### src/design/lcm_pkg.sv
package lcm_pkg;

  // fixed sizes of the command table
  localparam int NUM_WORDS      = 2;
  localparam int MAX_WORD_CHARS = 8;
  localparam int TEXT_W         = 64;
  localparam int LEN_W          = 4;
  localparam int NUM_REGS       = 4;
  localparam int REG_IDX_W      = 2;
  localparam int ADDR_W         = 5;
  localparam int PDATA_W        = 64;

  localparam logic [7:0] CR_BYTE  = 8'h0d;
  localparam logic [7:0] NUL_BYTE = 8'h00;

  // register indexes, byte address is 8 * index
  typedef enum logic [REG_IDX_W-1:0] {
    REG_WORD0_TEXT   = 2'd0,
    REG_WORD0_LENGTH = 2'd1,
    REG_WORD1_TEXT   = 2'd2,
    REG_WORD1_LENGTH = 2'd3
  } reg_idx_t;

  typedef logic [TEXT_W-1:0] word_text_t;
  typedef logic [LEN_W-1:0]  word_len_t;

  // reset contents: "abc" and "bbc", both three characters
  localparam word_text_t WORD0_TEXT_RST = 64'd6513249;
  localparam word_text_t WORD1_TEXT_RST = 64'd6513250;
  localparam word_len_t  WORD0_LEN_RST  = 4'd3;
  localparam word_len_t  WORD1_LEN_RST  = 4'd3;

  // usable length of a word: clamped, and cut at its first nul character
  function automatic word_len_t eff_len(word_text_t text, word_len_t len);
    word_len_t n;
    word_len_t res;
    logic      found;
    n     = (len > word_len_t'(MAX_WORD_CHARS)) ? word_len_t'(MAX_WORD_CHARS) : len;
    res   = n;
    found = 1'b0;
    for (int i = 0; i < MAX_WORD_CHARS; i++) begin
      if (!found && (word_len_t'(i) < n) && (text[8*i +: 8] == NUL_BYTE)) begin
        res   = word_len_t'(i);
        found = 1'b1;
      end
    end
    return res;
  endfunction

endpackage

### src/design/line_command_matcher_core.sv
// a carriage return item shows its result on m_* in the cycle after it is accepted
// throughput: one byte item per cycle while s_tready is high; each stored data or nul byte
// updates the compare flags in a single step; a stalled result blocks new input only
// until m_tready takes it; rst (synchronous, active high) clears the line state and the
// result valid flag and loads the command table with "abc" and "bbc", three characters each
module line_command_matcher_core #(
  parameter int LINE_CAPACITY = 64,
  localparam int POS_W    = $clog2(LINE_CAPACITY + 1),
  localparam int M_DATA_W = ((POS_W + 3 + 7) / 8) * 8
) (
  input  logic                       clk,
  input  logic                       rst,
  // input stream
  input  logic                       s_tvalid,
  output logic                       s_tready,
  input  logic [7:0]                 s_tdata,   // rx_byte
  // result stream
  output logic                       m_tvalid,
  input  logic                       m_tready,
  output logic [M_DATA_W-1:0]        m_tdata,   // matched, word_index, line_length, too_long
  // configuration port
  input  logic                       psel,
  input  logic                       penable,
  input  logic                       pwrite,
  input  logic [lcm_pkg::ADDR_W-1:0] paddr,
  input  logic [lcm_pkg::PDATA_W-1:0] pwdata,
  output logic [lcm_pkg::PDATA_W-1:0] prdata,
  output logic                       pready
);

  localparam int CMP_W = (POS_W > lcm_pkg::LEN_W) ? POS_W : lcm_pkg::LEN_W;

  // command table
  lcm_pkg::word_text_t word_text [lcm_pkg::NUM_WORDS];
  lcm_pkg::word_len_t  word_len  [lcm_pkg::NUM_WORDS];

  // line state
  logic [POS_W-1:0]               char_position;
  logic [lcm_pkg::NUM_WORDS-1:0]  word_mismatch;
  logic                           string_ended;
  logic                           overflow_seen;

  // result register
  logic                           out_valid;
  logic                           out_matched;
  logic                           out_word_index;
  logic [POS_W-1:0]               out_line_length;
  logic                           out_too_long;

  logic                           in_fire;
  logic                           cfg_write;
  lcm_pkg::reg_idx_t              cfg_idx;
  logic                           is_cr;
  logic                           is_nul;
  logic                           at_capacity;
  logic [CMP_W-1:0]               pos_ext;
  logic [2:0]                     byte_sel;
  lcm_pkg::word_len_t             eff   [lcm_pkg::NUM_WORDS];
  logic [lcm_pkg::NUM_WORDS-1:0]  len_miss;   // word length differs from the line so far, or the line is empty
  logic [lcm_pkg::NUM_WORDS-1:0]  char_miss;  // current byte does not fit the word
  logic [lcm_pkg::NUM_WORDS-1:0]  final_miss;
  logic [lcm_pkg::NUM_WORDS-1:0]  word_mismatch_next;
  logic                           hit;
  logic                           hit_index;

  // a result slot is free when empty or being drained this cycle
  assign s_tready = !out_valid || m_tready;
  assign in_fire  = s_tvalid && s_tready;

  assign is_cr       = (s_tdata == lcm_pkg::CR_BYTE);
  assign is_nul      = (s_tdata == lcm_pkg::NUL_BYTE);
  assign at_capacity = (char_position == POS_W'(LINE_CAPACITY));
  assign pos_ext     = CMP_W'(char_position);
  assign byte_sel    = 3'(char_position);

  // per-word compare of the incoming byte
  always_comb begin
    for (int w = 0; w < lcm_pkg::NUM_WORDS; w++) begin
      eff[w]       = lcm_pkg::eff_len(word_text[w], word_len[w]);
      len_miss[w]  = (CMP_W'(eff[w]) != pos_ext) || (char_position == '0);
      char_miss[w] = (pos_ext >= CMP_W'(eff[w])) ||
                     (word_text[w][8*byte_sel +: 8] != s_tdata);
      final_miss[w] = word_mismatch[w] || (!string_ended && len_miss[w]);
    end
  end

  // first surviving word wins
  always_comb begin
    hit       = 1'b0;
    hit_index = 1'b0;
    for (int w = lcm_pkg::NUM_WORDS - 1; w >= 0; w--) begin
      if (!final_miss[w]) begin
        hit       = 1'b1;
        hit_index = 1'(w);
      end
    end
    if (overflow_seen) begin
      hit       = 1'b0;
      hit_index = 1'b0;
    end
  end

  // mismatch update for a data or nul byte
  always_comb begin
    word_mismatch_next = word_mismatch;
    if (!string_ended) begin
      if (is_nul) begin
        word_mismatch_next = word_mismatch | len_miss;
      end else begin
        word_mismatch_next = word_mismatch | char_miss;
      end
    end
  end

  // line state
  always_ff @(posedge clk) begin
    if (rst) begin
      char_position <= '0;
      word_mismatch <= '0;
      string_ended  <= 1'b0;
      overflow_seen <= 1'b0;
    end else if (in_fire) begin
      if (is_cr) begin
        // end of line: start fresh
        char_position <= '0;
        word_mismatch <= '0;
        string_ended  <= 1'b0;
        overflow_seen <= 1'b0;
      end else if (!overflow_seen) begin
        if (at_capacity) begin
          // one byte past the buffer: drop the rest of the line
          overflow_seen <= 1'b1;
        end else begin
          word_mismatch <= word_mismatch_next;
          if (is_nul) begin
            string_ended <= 1'b1;
          end
          char_position <= char_position + POS_W'(1);
        end
      end
    end
  end

  // result register, loaded only on a carriage return
  always_ff @(posedge clk) begin
    if (rst) begin
      out_valid <= 1'b0;
    end else if (in_fire && is_cr) begin
      out_valid <= 1'b1;
    end else if (m_tready) begin
      out_valid <= 1'b0;
    end
  end

  always_ff @(posedge clk) begin
    if (in_fire && is_cr) begin
      out_matched     <= hit;
      out_word_index  <= hit_index;
      out_line_length <= char_position;
      out_too_long    <= overflow_seen;
    end
  end

  assign m_tvalid = out_valid;
  assign m_tdata  = M_DATA_W'({out_too_long, out_line_length, out_word_index, out_matched});

  // configuration port, 8 bytes per register
  assign pready    = 1'b1;
  assign cfg_idx   = lcm_pkg::reg_idx_t'(paddr[lcm_pkg::ADDR_W-1:3]);
  assign cfg_write = psel && penable && pwrite;

  always_ff @(posedge clk) begin
    if (rst) begin
      word_text[0] <= lcm_pkg::WORD0_TEXT_RST;
      word_len[0]  <= lcm_pkg::WORD0_LEN_RST;
      word_text[1] <= lcm_pkg::WORD1_TEXT_RST;
      word_len[1]  <= lcm_pkg::WORD1_LEN_RST;
    end else if (cfg_write) begin
      case (cfg_idx)
        lcm_pkg::REG_WORD0_TEXT:   word_text[0] <= pwdata;
        lcm_pkg::REG_WORD0_LENGTH: word_len[0]  <= pwdata[lcm_pkg::LEN_W-1:0];
        lcm_pkg::REG_WORD1_TEXT:   word_text[1] <= pwdata;
        lcm_pkg::REG_WORD1_LENGTH: word_len[1]  <= pwdata[lcm_pkg::LEN_W-1:0];
        default: ;
      endcase
    end
  end

  always_comb begin
    case (cfg_idx)
      lcm_pkg::REG_WORD0_TEXT:   prdata = word_text[0];
      lcm_pkg::REG_WORD0_LENGTH: prdata = lcm_pkg::PDATA_W'(word_len[0]);
      lcm_pkg::REG_WORD1_TEXT:   prdata = word_text[1];
      lcm_pkg::REG_WORD1_LENGTH: prdata = lcm_pkg::PDATA_W'(word_len[1]);
      default:                   prdata = '0;
    endcase
  end

`ifndef SYNTHESIS
  // an overflowed line never reports a match
  a_no_match_when_long: assert property (@(posedge clk) disable iff (rst)
    out_valid && out_too_long |-> !out_matched)
    else $error("match reported on too-long line");

  // an empty line never reports a match
  a_empty_no_match: assert property (@(posedge clk) disable iff (rst)
    out_valid && (out_line_length == '0) |-> !out_matched)
    else $error("match reported on empty line");

  // a carriage return always produces a result next cycle
  a_cr_gives_result: assert property (@(posedge clk) disable iff (rst)
    in_fire && is_cr |=> out_valid)
    else $error("carriage return produced no result");

  // overflow only once the buffer is full
  a_overflow_full: assert property (@(posedge clk) disable iff (rst)
    overflow_seen |-> at_capacity)
    else $error("overflow flag without full buffer");

  // a line that a nul has ended is never empty
  a_ended_nonempty: assert property (@(posedge clk) disable iff (rst)
    string_ended |-> (char_position != '0))
    else $error("string ended on empty line");
`endif

endmodule
### config.mk
export PLATFORM = sky130hd
export DESIGN_NAME = line_command_matcher_core
export DESIGN_NICKNAME = d
export VERILOG_FILES = /design/src/design/lcm_pkg.sv /design/src/design/line_command_matcher_core.sv
export SDC_FILE = /design/constraint.sdc
export NUM_CORES = 1
export LEC_CHECK = 0
export BUFFER_PORTS_ARGS = -buffer_cell sky130_fd_sc_hd__buf_2
export CAP_MARGIN = 20
export CORE_ASPECT_RATIO = 0.75
export CORE_MARGIN = 5
export CORE_UTILIZATION = 31
export DETAILED_ROUTE_END_ITERATION = 10
export PLACE_DENSITY = 0.57
export SLEW_MARGIN = 20
export SYNTH_ARGS = -nofsm -noshare
export SYNTH_HDL_FRONTEND = slang
export SYNTH_SLANG_ARGS = --single-unit
### constraint.sdc
create_clock -name clk -period 2.9 [get_ports clk]
set_clock_uncertainty 0.1 [all_clocks]
set_input_delay 0.58 -clock clk [delete_from_list [all_inputs] [get_ports clk]]
set_output_delay 0.58 -clock clk [all_outputs]
set_load 0.02 [all_outputs]
==> results of run 1 <==
worst reg2reg max path: stages, from the launching register on:
cell	delay [ps]
edfxtp_1	380
or4_4	580
nor3_4	220
buf_6	140
nor2b_4	30
and3_4	150
nor2b_4	120
a21oi_2	110
ha_1	250
nand2b_4	140
a211oi_2	200
o21ai_1	100
nor4_1	290
a21oi_1	100
metrics by stage:
step | std cells | setup TNS (ps) | hold slack (ps) | power, mW | instance area [um^2]
detailed placement | 1298 | -888 | 426 | 3.75 | 10700
global placement | 1298 | -795 | 417 | 3.75 | 10700
finish | 1340 | -255 | 326 | 6.08 | 11600
global route | 1340 | -605 | 313 | 6.30 | 11600
CTS | 1337 | -286 | 308 | 6.09 | 11400
floorplan | 697 | 0 | 360 | 3.25 | 8600
cell usage in the layout (no fill, tap or decap), types with 8 or more instances in the layout:
| cell | n |
|---|---|
| edfxtp_1 | 146 |
| mux4_2 | 29 |
| nand2_1 | 22 |
| buf_2 | 155 |
| o21ai_0 | 9 |
| buf_4 | 143 |
| ha_1 | 9 |
| nor2_1 | 81 |
| and2_1 | 57 |
| xor2_1 | 8 |
| nand3_1 | 13 |
| xnor2_1 | 11 |
| clkbuf_16 | 17 |
| nand2b_1 | 15 |
| mux2i_1 | 82 |
| nor4_1 | 26 |
| a21oi_1 | 13 |
| dfxtp_1 | 10 |
kinds of logic after synthesis:
| group | count (synthesis) |
|---|---|
| and+or+nand+nor | 267 |
| DFF | 158 |
| muxes | 116 |
| AOI/OAI and AO/OA | 68 |
| buffers and inverters | 52 |
| xor gates and xnor gates | 19 |
| adders and majority gates | 10 |
| other | 2 |
power groups by stage:
stage                     clock (mW)  combinational, mW  sequential (mW)
after floorplan                    0              0.516             2.74
after global placement             0              0.979             2.77
after detailed placement           0              0.984             2.77
after CTS                       2.36               1.00             2.73
after global routing            2.46               1.09             2.75
final                           2.32               1.03             2.74
registers in the layout, indices dropped and copies added (netlist names):
| register | flops |
|---|---|
| out_too_long | 1 |
| word_mismatch | 2 |
| char_position | 7 |
| out_matched | 1 |
| out_line_length | 7 |
| word_text | 128 |
| word_len | 8 |
| overflow_seen | 1 |
| string_ended | 1 |
| out_word_index | 1 |
| m_tvalid | 1 |
routing by layer:
layer | part of all wire, % | wire (um) | up-vias | GRT usage [%]
met2 | 42 | 12400 | 269 | 25.8
met5 | 0 | 0 | - | 0
li1 | - | - | 3170 | -
met1 | 49 | 14500 | 3446 | 29.3
met3 | 7.0 | 2080 | 25 | 4.53
met4 | 1.7 | 501 | 0 | 4.68
area by class of cell:
class / count / area [um^2] / area share (%)
multi-input cells: 487 / 3940 / 33.9
clock inverters: 15 / 174 / 1.50
flip-flops and latches: 158 / 4630 / 39.9
repair buffers: 305 / 1970 / 17.0
well taps: 351 / 439 / 3.79
clock buffers: 17 / 425 / 3.67
inverters: 7 / 26.3 / 0.227
path summary, 6_finish.rpt:
kind | cells past startpoint | to | slack (ps)
worst max-delay path | 13 | word_mismatch[0] | -140
worst max register to register | 13 | word_mismatch[0] | -140
worst min-delay path | 3 | m_tvalid | 330
worst min register to register | 0 | out_line_length[1] | 450
timing repair:
item                                    in CTS  in global routing
resized for setup                           15                 30
hold endpoints to repair                     0                  0
buffers inserted                             8                  3
gates cloned                                 0                  0
hold buffers                                 0                  0
endpoints found under the setup margin       4                  4
pin swaps                                   15                 21
==> impl_metrics.toml, run 1 <==
[run_status]
status = "complete, but fails checks"
violations = "setup timing"

[yosys]
synthAdderAreaFrac_pct = 1.46
ys_async_sr_fraction_pct = 0
synthTopCellsByArea = "edfxtp_1 51%, mux2i_1 9.6%, mux4_2 7.6%, and2_1 4.2%, nor2_1 3.7%"
muxShareOfSynthArea_pct = 17.8
synth-simple-area-share_pct = 16.6
yosys_register_bits = 158
post-synth-top-count-cell = "edfxtp_1"
yosysTopAreaCell = "edfxtp_1"
synth_edf_count = 146
synth_top_area_share_pct = 51.1
synth_compound_area_share_pct = 5.25
synthFlopType = "edfxtp_1"
synth.distinct_cells = 54
avgSynthCellArea_um2 = 12.4
syn-instance-count = 692
synthXorXnorAreaFrac_pct = 1.94
synth_top_family_by_area = "multiplexers"
synth.cell_area_um2 = 8580
ys_seq_area_share_pct = 53.9
synth_common_cells = "146 x edfxtp_1, 84 x nor2_1, 82 x mux2i_1"
yosys_warnings = 0

[hold_path]
hold_class = "in2reg"
hold_path.startpoint = "m_tready"

[place]
pre_cts_slack_ps = -376
port_buffers = 156
place.gp.congestion = 0.942
hpwl_um = 23000

[final_layout]
syn2layout_area_growth_pct = 35.1
drive_gt1_share_pct = 42.2
nFillCells = 2552
finalNetCount = 1070
utilization_pct = 42.8
diodes = 0

[timing]
final_hold_viol_count = 0
layout_setup_ws_ps = -142
tightest_slew_ps = 660
fmax_mhz = 329
post-route-min-period_ps = 3040
setup_violations = 2
period_share_pct = 105
slew_violations = 0
relSlewSlack_pct = 55.6
rsz0062_at_grt = "yes"

[critical_path]
crit_path_cell_trace = "or4_4 > nor3_4 > buf_6 > nor2b_4 > and3_4 > nor2b_4 > a21oi_2 > ha_1 > nand2b_4 > a211oi_2 > o21ai_1 > nor4_1 > a21oi_1"
crit_buf_inv = 1
cp_slowest_cell = "or4_4"
max_stage_delay_ps = 580
cpLargestDelayFamily = "simple AND/OR/NAND/NOR gates"
path_common_cell = "nor2b_4"
worstPathArrival_ps = 3250
cp-end-kind = "flip-flop"
startpoint_type = "flip-flop"
rr_startpoint = "word_text[0][16]"
required_ps = 3110
critPathKind = "reg2reg"
crit_fanout = 3
timing.critical_path.from = "word_text[0][16]"

[grt]
grt_max_degree = 67
grt_pass1_wl_um = 43600
grt_use_total_pct = 18.7
grt_pass1_vias = 6926
grt_overflow_total = 0
grt_antenna_before_repair = 0

[floorplanning]
fp-row-count = 52
chipHeight_um = 154
start_util_pct = 31.6
ioPinCount = 167
dieArea_um2 = 31200
chipWidth_um = 202
core_um2 = 27100

[detailed_routing]
viasPerCell = 5.16
drt_iter0_drc = 531
routed_wl_um = 29500
vias = 6910
detail_route.wl_per_cell_um = 22.0
drt-pass1-iter-count = 4
drc = 0
ant_nets = 0

[clock_network]
root_buffer = "clkbuf_16"
cts_max_level = 4
cts.clk_slew.worst_paths_ps = 70
cts_buffer_depth = 2
cts_sinks = 158
cts_tree = "done"
numCtsBuffers = 17
worstSkewPairLatency_ps = 440

[power]
power.internal_mw = 4.39
swShare_pct = 27.9
switchingPower_mw = 1.70
leakagePower_nw = 4.80
pwr-share-seq_pct = 45.0
p_comb_share_pct = 16.9
vdd.ir_drop.worst_v = 0.000368
cellPowerDensity_nw_per_um2 = 524
power_frac_clock_pct = 38.1

[job]
cap_violations = 0
Note: power is estimated with default switching activity, not from simulation.
==> inputs of run 2 (changes only) <==
Settings changed: ABC_AREA set to 1, PLACE_DENSITY 0.57 to 0.56.
==> run 2 against run 1 <==
The run still ends with setup timing left; synthesized area is 7.3% higher; flip-flop and latch count stayed put; combinational power is 21% higher.
==> impl_metrics.toml, run 2 <==
[yosys]
synth_edf_count = 146
synth_top_area_share_pct = 47.6
ys_async_sr_fraction_pct = 0
synthTopCellsByArea = "edfxtp_1 48%, nand2_1 9.6%, inv_1 8.8%, nand3_1 5.9%, nor2_1 4.4%"
yosys_register_bits = 158
synth.cell_area_um2 = 9210
synth_common_cells = "235 x nand2_1, 217 x inv_1, 146 x edfxtp_1"
synth.distinct_cells = 44
ys_seq_area_share_pct = 50.2
avgSynthCellArea_um2 = 8.21
synthFlopType = "edfxtp_1"
post-synth-top-count-cell = "nand2_1"
yosysTopAreaCell = "edfxtp_1"
syn-instance-count = 1121
yosys_warnings = 0

[floorplanning]
fp-row-count = 54
chipHeight_um = 159
start_util_pct = 31.5
ioPinCount = 167
dieArea_um2 = 33300
chipWidth_um = 209
core_um2 = 29200

[run_status]
violations = "setup timing"
status = "complete, but fails checks"

[power]
pwr-share-seq_pct = 43.5
leakagePower_nw = 5.71
power_frac_clock_pct = 36.3
swShare_pct = 29.9
p_comb_share_pct = 20.2
power.internal_mw = 4.32
cellPowerDensity_nw_per_um2 = 512
vdd.ir_drop.worst_v = 0.000315
switchingPower_mw = 1.85

[final_layout]
fin_cells = 1781
max_flop_register = "word_text"
syn2layout_area_growth_pct = 30.8
largest_register_ffs = 128
drive_gt1_share_pct = 29.0
finalNetCount = 1469
final_area_um2 = 12000
layout_common_cells = "229 x nand2_1, 214 x inv_1, 156 x buf_2, 146 x edfxtp_1, 111 x buf_4"
final_common_cell = "nand2_1"
reg_top3 = "word_text: 128 flops, word_len: 8 flops"

[hold_path]
hold_path.startpoint = "pwdata[14]"
min_to = "word_text[0][14]"
hold_class = "in2reg"
whs_path_depth = 2

[critical_path]
ff2ff_setup_slack_ps = -120
cp_slowest_cell = "edfxtp_1"
timing.critical_path.from = "word_len[0][3]"
critPathKind = "reg2reg"
worstPathArrival_ps = 3230
max_stage_delay_ps = 440
crit_path_cell_trace = "nor2_4 > buf_6 > buf_6 > buf_6 > nor3_2 > nand3_1 > inv_1 > nand3_1 > inv_1 > o31ai_1 > nand2_1 > nor2_1 > ha_1 > a21oi_2 > nand2_1 > nand2_1 > nand2_1 > nor2_2 > nand2_1 > nor2_1 > nand3_1 > o21ai_2 > a21oi_1"
cp-end-kind = "flip-flop"
startpoint_type = "flip-flop"
path_common_cell = "nand2_1"
crit_fanout = 3
required_ps = 3110
crit_buf_inv = 5
rr_startpoint = "word_len[0][3]"
reg2reg_to = "word_mismatch[0]"
reg2regPathDepth = 23
cpLargestDelayFamily = "simple AND/OR/NAND/NOR gates"

[timing]
rsz0062_at_grt = "yes"
setup_violations = 4
relSlewSlack_pct = 58.7
layout_setup_ws_ps = -121
period_share_pct = 104
tightest_slew_ps = 617
fin_hold_ws_ps = 312
final_hold_viol_count = 0
post-route-min-period_ps = 3020
slew_violations = 0
fmax_mhz = 331

[place]
place.gp.congestion = 0.936
placed_cells = 1733
hpwl_um = 26700
placed_cell_area_um2 = 11100
port_buffers = 156

[clock_network]
root_buffer = "clkbuf_16"
cts_max_level = 4
cts.clk_slew.worst_paths_ps = 70
numCtsBuffers = 17
cts_buffer_depth = 2
worstSkewPairLatency_ps = 440
cts_tree = "done"
cts_sinks = 158

[detailed_routing]
drt_iter0_drc = 1045
ant_nets = 0
routed_wl_um = 33800
detail_route.wl_per_cell_um = 19.0
vias = 8770
drc = 0
drt-pass1-iter-count = 5
viasPerCell = 4.92

[grt]
grt_max_degree = 89
grt_use_total_pct = 19.8
grt_overflow_total = 0
grt_pass1_vias = 8275
grt_pass1_wl_um = 50300
grt_antenna_before_repair = 1

[job]
cap_violations = 0
[run 2: routing by layer]
layer  up-vias  share of wire, %  track usage [%]
met3        38               9.6             4.83
met5         -              0.23             1.58
met2       434                40             27.0
li1       4195                 -                -
met4         4               1.6             4.77
met1      4099                49             31.1
[run 2: cell families after synthesis]
group / synth area share [%]
AO/OA/AOI/OAI: 9.12
XOR/XNOR: 0.0952
adder cells (fa/ha/maj): 1.36
buffers and inverters: 13.0
flip-flops: 50.2
other: 0.0816
AND/OR/NAND/NOR: 26.1
[run 2: layout make-up]
cell class | count | area [um^2]
fill | 2994 | 17100
sequential | 158 | 4630
multi-input combinational | 684 | 3610
timing repair buffer | 282 | 1850
inverter | 232 | 877
tap | 392 | 490
clock buffer | 17 | 425
clock inverter | 14 | 159
antenna | 2 | 5.00
[run 2: timing repair]
item,4_1_cts,5_1_grt
gates cloned,0,0
resized for setup,31,19
setup endpoints to repair,4,4
buffers inserted,9,6
pin swaps,32,24
hold buffers,0,0
[run 2: worst max-delay path by stage]
stage                  endpoint  slack (ps)  cells past startpoint
3_3_place_gp   word_mismatch[0]        -270                     21
6_report       word_mismatch[0]        -120                     23
4_1_cts        word_mismatch[0]        -160                     22
5_1_grt        word_mismatch[1]        -390                     21
2_1_floorplan  word_mismatch[1]         220                     21
3_5_place_dp   word_mismatch[0]        -280                     21
[run 2: power groups by stage]
stage	Combinational [mW]	Clock (mW)	Sequential, mW
after floorplan	0.688	0	2.71
after global placement	1.18	0	2.72
after detailed placement	1.18	0	2.73
after CTS	1.21	2.28	2.68
after global routing	1.35	2.38	2.70
final	1.25	2.24	2.68
[run 2: per-stage QoR]
stage / util (%) / setup WS (ps) / power (mW) / setup TNS, ps
global route: 41.2 / -388 / 6.42 / -1190
finish: 41.3 / -121 / 6.17 / -205
floorplan: - / 219 / 3.40 / 0
CTS: 40.8 / -159 / 6.17 / -239
detailed placement: 38.1 / -283 / 3.91 / -620
global placement: 38.1 / -269 / 3.90 / -594
